<file path="src/hdl/qte_pkg.sv">
package qte_pkg;

  // arithmetic widths
  localparam int CORDIC_STAGES = 16;
  localparam int ATAN_LEN      = 24;
  localparam int SQRT_STEPS    = 29;
  localparam int AW            = 34;   // atan2 argument width, Q28
  localparam int XW            = 36;   // cordic vector width
  localparam int ZW            = 35;   // cordic angle width, Q30 radians
  localparam int ZNW           = 36;   // negated angle width
  localparam int SW            = 30;   // clamped arcsine argument
  localparam int RADW          = 57;   // radicand width, Q56
  localparam int RW            = 58;   // square root working width
  localparam int CW            = 29;   // square root result, Q28
  localparam int DW            = 24;   // degree multiplier width
  localparam int PW            = ZNW + DW;
  localparam int VW            = 24;   // scaled angle before saturation

  // pipeline depth from input register to output register
  localparam int LATENCY = 2 + 1 + SQRT_STEPS + 1 + CORDIC_STAGES + 2;
  localparam int CNTW    = $clog2(LATENCY + 1);

  localparam logic signed [ZW-1:0]   PI_Q30  = 35'sd3373259426;
  localparam logic signed [DW-1:0]   DEG_MUL = 24'sd3754936;
  localparam logic signed [AW-1:0]   ONE_Q28 = 34'sd268435456;
  localparam logic [RADW-1:0]        ONE_Q56 = {1'b1, 56'd0};

  localparam logic [31:0] ATAN_TAB [ATAN_LEN] = '{
    32'd843314857, 32'd497837829, 32'd263043837, 32'd133525159, 32'd67021687,
    32'd33543516,  32'd16775851,  32'd8388437,   32'd4194283,   32'd2097149,
    32'd1048576,   32'd524288,    32'd262144,    32'd131072,    32'd65536,
    32'd32768,     32'd16384,     32'd8192,      32'd4096,      32'd2048,
    32'd1024,      32'd512,       32'd256,       32'd128
  };

  // quaternion products carried alongside the square root
  typedef struct packed {
    logic signed [AW-1:0] ry;
    logic signed [AW-1:0] rx;
    logic signed [AW-1:0] yy;
    logic signed [AW-1:0] yx;
    logic signed [SW-1:0] s;
    logic                 clamped;
  } qte_side_t;

  // arctangent of 2^-idx in Q30 radians
  function automatic logic signed [ZW-1:0] atan_q30(input int idx);
    logic signed [ZW-1:0] r;
    r = '0;
    if (idx < ATAN_LEN) r = ZW'($signed({1'b0, ATAN_TAB[idx]}));
    return r;
  endfunction

  // clip to the 16-bit output range
  function automatic logic signed [15:0] sat16(input logic signed [VW-1:0] v);
    logic signed [15:0] r;
    if (v > VW'(32767)) r = 16'sh7fff;
    else if (v < -VW'(32768)) r = 16'sh8000;
    else r = v[15:0];
    return r;
  endfunction

endpackage

</file>
<file path="src/hdl/qte_conv.sv">
module qte_conv (
  input  logic                           clk,
  input  logic                           rst,
  input  logic                           en,
  input  logic                           in_valid,
  input  logic signed [qte_pkg::ZW-1:0]  z,
  input  logic                           tag_in,
  input  logic                           negate,
  input  logic                           unit,
  output logic                           out_valid,
  output logic signed [15:0]             angle,
  output logic                           tag_out
);

  logic                           v1;
  logic                           tag1;
  logic signed [qte_pkg::ZNW-1:0] zn_c, zn;
  logic signed [qte_pkg::PW-1:0]  prod;
  logic signed [qte_pkg::ZNW:0]   rad_sum;
  logic signed [qte_pkg::PW:0]    deg_sum;
  logic signed [qte_pkg::VW-1:0]  scaled;

  always_ff @(posedge clk) begin
    if (rst) begin
      v1        <= 1'b0;
      out_valid <= 1'b0;
    end else if (en) begin
      v1        <= in_valid;
      out_valid <= v1;
    end
  end

  // stage 1: sign and degree scaling product
  assign zn_c = negate ? -qte_pkg::ZNW'(z) : qte_pkg::ZNW'(z);

  always_ff @(posedge clk) begin
    if (en) begin
      zn   <= zn_c;
      prod <= zn_c * qte_pkg::DEG_MUL;
      tag1 <= tag_in;
    end
  end

  // stage 2: round, shift and saturate
  always_comb begin
    rad_sum = (qte_pkg::ZNW + 1)'(zn) + (qte_pkg::ZNW + 1)'(65536);
    deg_sum = (qte_pkg::PW + 1)'(prod) + ((qte_pkg::PW + 1)'(1) <<< 38);
    if (unit) scaled = qte_pkg::VW'(deg_sum >>> 39);
    else      scaled = qte_pkg::VW'(rad_sum >>> 17);
  end

  always_ff @(posedge clk) begin
    if (en) begin
      angle   <= qte_pkg::sat16(scaled);
      tag_out <= tag1;
    end
  end

endmodule

</file>
<file path="config.mk">
export PLATFORM = sky130hd
export DESIGN_NAME = qte_conv
export DESIGN_NICKNAME = d
export VERILOG_FILES = /design/src/hdl/qte_pkg.sv /design/src/hdl/qte_conv.sv
export SDC_FILE = /design/constraint.sdc
export NUM_CORES = 1
export LEC_CHECK = 0
export BUFFER_PORTS_ARGS = -buffer_cell sky130_fd_sc_hd__clkbuf_2
export CELL_PAD_IN_SITES_DETAIL_PLACEMENT = 0
export CELL_PAD_IN_SITES_GLOBAL_PLACEMENT = 1
export CORE_AREA = 5 5 173 208
export CTS_CLUSTER_DIAMETER = 60
export CTS_CLUSTER_SIZE = 12
export DETAILED_ROUTE_END_ITERATION = 7
export DIE_AREA = 0 0 178 213
export GPL_TIMING_DRIVEN = 1
export PLACE_DENSITY_LB_ADDON = 0.05
export SETUP_SLACK_MARGIN = 0.3
export SLEW_MARGIN = 20
export SYNTH_ARGS = -nofsm -noshare
export SYNTH_HDL_FRONTEND = slang
export SYNTH_SLANG_ARGS = --single-unit
export TNS_END_PERCENT = 30
</file>
<file path="constraint.sdc">
create_clock -name clk -period 21.7 [get_ports clk]
set_input_delay 0 -clock clk [delete_from_list [all_inputs] [get_ports clk]]
set_output_delay 0 -clock clk [all_outputs]
set_load 0.05 [all_outputs]
</file>
Word-level counts from Yosys, hierarchy flattened
Cells that the tools add are included.
Widths: inputs -> output; s select.
{"block": "word_totals", "register_bits": 112, "in_bits": 42}
{"block": "classes", "multipliers": 1, "n_addsub": 3, "n_mux": 3, "order_cmp": 2}
{"op": "$add 59x40->60 const B", "n": 1}
{"op": "$mul 36x20->56 const B", "n": 1}
{"op": "$add 36x18->37 const B", "n": 1}
{"op": "$mux 36", "n": 1}
{"op": "$neg 35->36", "n": 1}
{"op": "$gt 24x16->1 const B", "n": 1}
{"op": "$lt 24x16->1 const B", "n": 1}
{"op": "$mux 24", "n": 1}
{"op": "$mux 16", "n": 1}

Logic depth before layout (Yosys ltp)
Gate-level depths: netlist of run 1.
{"block": "logic_depth", "depth_word": 4, "ltp_mapped": 31}

Worst setup path after synthesis of run 1
Ideal clock, no wire load.
{"block": "synth_path", "kind": "input-to-reg", "from": "input port z[28] (netlist bit)", "to": "register prod[58] (netlist name)", "setup_ns": 0.268, "arrival_ns": 7.801, "path_slack_ns": 13.631, "stages": 28, "path_cell_list": "or4_4 > or3_4 > or4_4 > nor2_2 > a31oi_4 > buf_6 > clkbuf_1 > ha_1 > fa_1 > inv_1 > fa_1 > fa_1 > inv_1 > fa_1 > fa_1 > inv_1 > fa_1 > inv_1 > ha_1 > a21oi_1 > o21ai_0 > a31o_2 > a21oi_1 > a2bb2oi_1 > a21oi_1 > nor2_1 > o311ai_0 > xnor3_1"}
{"block": "synth_between", "elab_chain_cells": 3}
{"item": "start: declaration", "line": "qte_conv.sv:6", "rtl": "input logic signed [qte_pkg::ZW-1:0] z,"}
{"item": "$neg 35->36", "line": "qte_conv.sv:34", "rtl": "assign zn_c = negate ? -qte_pkg::ZNW'(z) : qte_pkg::ZNW'(z);"}
{"item": "$mux 36", "line": "qte_conv.sv:34"}
{"item": "named net zn_c (one bit)", "line": "qte_conv.sv:17", "rtl": "logic signed [qte_pkg::ZNW-1:0] zn_c, zn;"}
{"item": "$mul 36x20->56", "line": "qte_conv.sv:39", "rtl": "prod <= zn_c * qte_pkg::DEG_MUL;"}
The timed path passes the listed nets, and every way through them passes these cells.
A chain may end at the register's enable or synchronous reset.

Worst setup path after layout of run 1
{"block": "layout_path", "from": "input port z[15] (netlist bit)", "to": "register prod[58] (netlist name)"}
{"block": "layout_between", "elab_chain_cells": 3}
{"item": "$neg 35->36", "line": "qte_conv.sv:34"}
{"item": "$mux 36", "line": "qte_conv.sv:34"}
{"item": "named net zn_c (one bit)", "line": "qte_conv.sv:17"}
{"item": "$mul 36x20->56", "line": "qte_conv.sv:39"}
The timed path passes the listed nets, and every way through them passes these cells.

==> results of run 1 <==
## worst min path at each step
stage	end	slack [ns]	from	cells after the start
after global placement	out_valid$_SDFFE_PP0P_	0.18	rst	2
after CTS	zn[18]$_DFFE_PP_	0.19	z[18]	3
final	zn[18]$_DFFE_PP_	0.19	z[18]	3
after detailed placement	out_valid$_SDFFE_PP0P_	0.18	rst	2
after floorplan	out_valid$_SDFFE_PP0P_	0.07	rst	1
after global routing	zn[18]$_DFFE_PP_	0.20	z[18]	3
## per-stage QoR
stage	worst slack (ns)	utilization	instances	area [um2]	hold slack, ns
floorplan	13.63	-	1873	18200	0.0724
global placement	12.79	0.566	2388	19100	0.175
detailed placement	12.66	0.566	2388	19100	0.178
CTS	13.00	0.576	2407	19400	0.185
global route	12.45	0.576	2407	19400	0.204
finish	12.98	0.576	2407	19400	0.189
## sequential cells by signal, summed over array words and instances (netlist names)
signal	flops
prod	21
v1	1
out_valid	1
angle	16
tag_out	1
zn	20
tag1	1
## cell usage in the layout (no fill, tap or decap), types with 3 or more instances in the layout
master         netlist  routed
o31ai_1             13      13
mux2i_1              8       8
nand2_1             61      61
or3_1               11      11
nor2_1              35      35
nor3_1              10      10
a21o_1              22      22
and4_1               3       3
o211ai_1             6       6
a211oi_1             6       6
a21oi_1             49      49
o2111ai_1            3       3
a31oi_1              8       8
nand3_1             28      28
o31a_1               3       3
nand4_1             17      17
inv_1              610     610
xnor2_1             86      86
or4_1                3       3
o21bai_1             3       3
o41ai_1              5       5
o21a_1               8       8
clkbuf_2             0      59
edfxtp_1            59      59
ha_1               262     262
nand3b_1             5       5
and2_1               6       6
dlygate4sd3_1        0       3
nor4_1               8       8
xor2_1              47      47
clkbuf_16            0       9
and3_1               7       7
buf_4                1      18
nand2b_1             9       9
o21ai_0             67      67
fa_1               346     346
## per-layer routing
metal,part of all wire,up-vias
li1,-,5925
met1,0.36,6199
met2,0.58,152
met3,0.013,84
met4,0.048,0
met5,0,-
## worst register-to-register path, delay by kind of cell, from the launching register on
family	cells	cell delay, ns
and+or+nand+nor	6	1.77
DFF	1	0.50
AOI/OAI and AO/OA	2	0.42
xor gates and xnor gates	1	0.17
## final cells by class
class / instances / area, um2
well taps: 456 / 571
repair buffers: 80 / 460
inverters: 611 / 2290
clock buffers: 12 / 256
flip-flops and latches: 61 / 1810
clock inverters: 4 / 47.5
multi-input cells: 1183 / 14000
fillers: 3120 / 14300
## cell families (layout without fill, tap and decap cells)
family                     count (synthesis)  in the layout
buffers and inverters                    629            707
adders and majority gates                608            608
and+or+nand+nor                          216            216
AOI/OAI and AO/OA                        211            211
xor gates and xnor gates                 136            136
DFF                                       61             61
muxes                                     12             12
## timing repair
| item | in CTS | in global routing |
|---|---|---|
| hold buffers | 3 | 0 |
| endpoints found under the setup margin | 0 | 0 |
| hold endpoints to repair | 3 | 0 |
==> reports/metrics.cfg, run 1 <==
[synth]
synth_most_common_cell=inv_1
synth_top_area_frac=0.381
synth_nets=2523
synth_compound_area_frac=0.0734
synth_warnings=0
synth_seq_cells=61
synthesis.area_um2=18200
synth-main-ff-cell=edfxtp_1
ys_types=68
synthSimpleGateAreaFrac=0.0618
synth-xor-area-share=0.0670
syn_avg_cell_area_um2=9.72
synth_edf_count=59
synth_area_leaders=fa_1 38%, ha_1 18%, inv_1 13%
yosysTopAreaCell=fa_1
synth_mux_area_frac=0.00688
synth-adder-area-share=0.561
yosysSeqAreaShare=0.0996
synthCells=1873
yosys-top-cells-count=610 x inv_1, 346 x fa_1, 262 x ha_1
synth_top_family_by_area=adder cells
synth_async_sr_flop_share=0

[worst_setup_path]
reg2reg_depth=9
cp_num_cells=28
cpMaxStageDelayCell=xor2_1
cp.arrival_ns=8.80
crit_fanout=7
r2r_start=zn[20]$_DFFE_PP_
cp.required_ns=21.78
critPathKind=input pin to register
slowest_delay_ns=0.70
cp_common_cell=fa_1
crit_end=prod[58]$_DFFE_PP_
cp-end-kind=register
crit_path_start=z[15]
path_buf_inv=5
cp-start-kind=input pin
crit_family=adder cells
reg2reg_to=angle[10]$_SDFFCE_PN1P_
r2r_slack_ns=18.55

[floorplan]
io_pins=60
core_area_um2=33800
start_util=0.538
fp.dieW_um=178
row_count=74
die_area_um2=37900
die_h_um=213

[clock_network]
cts.path.max_buffers=2
htree_levels=3
root_buffer=clkbuf_16
worst_setup_hold_path_clk_slew_ns=0.07
cts_tree=built
cts.sinks=61
post_cts_resized=0
cts_setup_buffers=0
clk_latency_ns=0.34
cts_made_buffers=9

[grt]
antenna_found_initial=0
grt_pass1_vias=14068
track_usage=0.262
grt_pass1_wl_um=75700
grt_max_degree=62
gr-usage-met1=0.284
grt_overflow_total=0
gr-usage-met2=0.524
top_usage_layer=met2
grtUsageMet3=0.0152

[sta]
fin_crit_sh=0.402
setup_viol=0
slew_headroom=0.235
slew_violations=0
finClkSkew_ns=0.0181
tightest_slew_ns=1.14
final-hold-violation-count=0
finalCriticalPeriod_ns=8.72
clock.fmax_mhz=115
tns_ns=0
rsz0062_at_grt=false

[place]
gp_congestion=0.984
hpwl_um=41200
port_buffers=59

[layout]
diodes=0
drive_above_1_share=0.0559
layout-area-overhead-vs-synth_pct=6.88
nets=2596

[detailed_routing]
routed_wl_um=45500
viasPerCell=5.14
drt_iter0_markers=501
ant_nets=0
dr.pass1.iters=4
vias=12360
wl_per_cell_um=18.9
drc=0

[flow_run]
cap_violations=0

[status]
status=complete, no violations

[hold_path]
min_path_type=input pin to register

Power of run 1 is not shown: default switching activity piles up to over one toggle a cycle in this logic, so the estimate is an artifact.
==> run 2, diff against run 1 <==
- ABC_AREA: not set -> 1
- CORE_AREA: 5 5 173 208 -> 5 5 186 223
- DIE_AREA: 0 0 178 213 -> 0 0 191 228
- clock period: 21.7 -> 8.6 ns (I/O delays scaled with it)
==> reports/metrics.cfg, run 2 <==
[status]
status=complete, no violations

[synth]
synth_top_area_frac=0.353
yosys-top-cells-count=728 x inv_1, 346 x fa_1, 280 x nand2_1
synth_seq_cells=61
synthesis.area_um2=19600
synthCells=2325
synth_warnings=0
synth_async_sr_flop_share=0
synth_area_leaders=fa_1 35%, ha_1 17%, inv_1 14%
yosysTopAreaCell=fa_1
yosysSeqAreaShare=0.0923
synth_most_common_cell=inv_1
synth-main-ff-cell=edfxtp_1
synth_nets=2975
synth_edf_count=59
syn_avg_cell_area_um2=8.44
ys_types=55

[layout]
layout-area-overhead-vs-synth_pct=7.51
top_regs=prod (21), zn (20), angle (16)
fillers=3845
drive_above_1_share=0.0576
diodes=0
fin_area_um2=21100
final_common_cell=inv_1
mostFrequentLayoutCells=728 x inv_1, 346 x fa_1, 280 x nand2_1
largest_register_ffs=21
largest-register=prod
nets=3074

[sta]
slew_violations=0
finClkSkew_ns=0.00892
fin_crit_sh=0.896
tightest_slew_ns=1.10
setup_ws_ns=0.898
finalCriticalPeriod_ns=7.70
worst_hold_slack_ns=0.206
rsz0062_at_grt=false
setup_viol=0
clock.fmax_mhz=130
slew_headroom=0.264
tns_ns=0
final-hold-violation-count=0

[detailed_routing]
drc=0
routed_wl_um=54900
ant_nets=0
wl_per_cell_um=18.6
dr.pass1.iters=5
vias=14782
drt_iter0_markers=772
viasPerCell=5.00

[floorplan]
io_pins=60
start_util=0.505
core_area_um2=38800
die_area_um2=43500
die_h_um=228
fp.dieW_um=191
row_count=79

[worst_setup_path]
cpMaxStageDelayCell=fa_1
cp.arrival_ns=7.78
critPathKind=input pin to register
slowest_delay_ns=0.59
cp.required_ns=8.68
cp-start-kind=input pin
cp-end-kind=register
crit_fanout=5
reg2reg_depth=12

[clock_network]
cts_tree=built
post_cts_resized=0
cts_made_buffers=9
htree_levels=3
cts.path.max_buffers=2
clk_latency_ns=0.34
cts.sinks=61
root_buffer=clkbuf_16
worst_setup_hold_path_clk_slew_ns=0.06

[hold_path]
whs_path_depth=3
min_path_type=input pin to register

[grt]
grt_max_degree=63
grt_overflow_total=0
grt_pass1_wl_um=87400
antenna_found_initial=0
grt_pass1_vias=15872
track_usage=0.261

[place]
dp_slack_ns=0.464
hpwl_um=49700
place_area_um2=20800
gp_congestion=0.983
port_buffers=59

[flow_run]
cap_violations=0

==> run 2: changes by cell type in the layout (fill, tap and decap cells not counted), moves of 28 or more <==
cell and delta:
xnor2_1 -57, inv_1 +118, nand2_1 +219, xor2_1 +28, a21oi_1 +36, nor2_1 +120
==> run 2: layout make-up <==
type	instances	area, um2	area share
Clock inverter	2	33.8	0.00160
Clock buffer	14	244	0.0116
Timing Repair Buffer	99	603	0.0286
Sequential cell	61	1810	0.0859
Multi-Input combinational cell	1521	15000	0.711
Tap cell	526	658	0.0312
Inverter	732	2750	0.130
==> run 2: logic make-up (layout without fill, tap and decap cells) <==
kind of cell,count (synthesis),after routing,synth area share
buf+inv,743,847,0.143
fa+ha+maj,608,608,0.520
simple gates,571,571,0.128
compound gates,237,237,0.0697
xor+xnor,104,104,0.0464
flops,61,61,0.0923
mux,1,1,0.000510
==> run 2: worst max-delay path: cells and delay by family <==
| kind | cells | cell delay, ns |
|---|---|---|
| AOI/OAI and AO/OA | 5 | 1.35 |
| xor gates and xnor gates | 3 | 0.82 |
| adders and majority gates | 9 | 3.76 |
| buffers and inverters | 8 | 1.01 |
| and+or+nand+nor | 6 | 0.83 |
==> run 2: per-stage QoR <==
| stage | utilization | std cells |
|---|---|---|
| CTS | 0.543 | 2955 |
| finish | 0.543 | 2955 |
| global placement | 0.535 | 2936 |
| detailed placement | 0.535 | 2936 |
| floorplan | - | 2325 |
| global route | 0.543 | 2955 |
==> run 2: timing repair <==
action / in CTS / in global routing
endpoints found under the hold margin: 3 / 0
hold buffers: 3 / 0
buffers inserted: 0 / 0
==> run 2: path summary, 6_finish.rpt <==
path / startpoint / end / slack, ns
worst min register to register: tag1$_DFFE_PP_ / tag_out$_DFFE_PP_ / 0.44
worst max register to register: prod[38]$_DFFE_PP_ / angle[0]$_SDFFCE_PN1P_ / 5.90
worst min-delay path: z[18] / zn[18]$_DFFE_PP_ / 0.21
worst max-delay path: z[0] / prod[57]$_DFFE_PP_ / 0.90
==> run 2: layer usage <==
layer | up-vias | track usage | routed length (um)
met3 | 67 | 0.0423 | 2930
met1 | 7137 | 0.350 | 23900
met5 | - | 0 | 0
li1 | 7247 | - | -
met2 | 331 | 0.445 | 26700
met4 | 0 | 0.0620 | 1400
Power of run 2 is left out for the same reason.
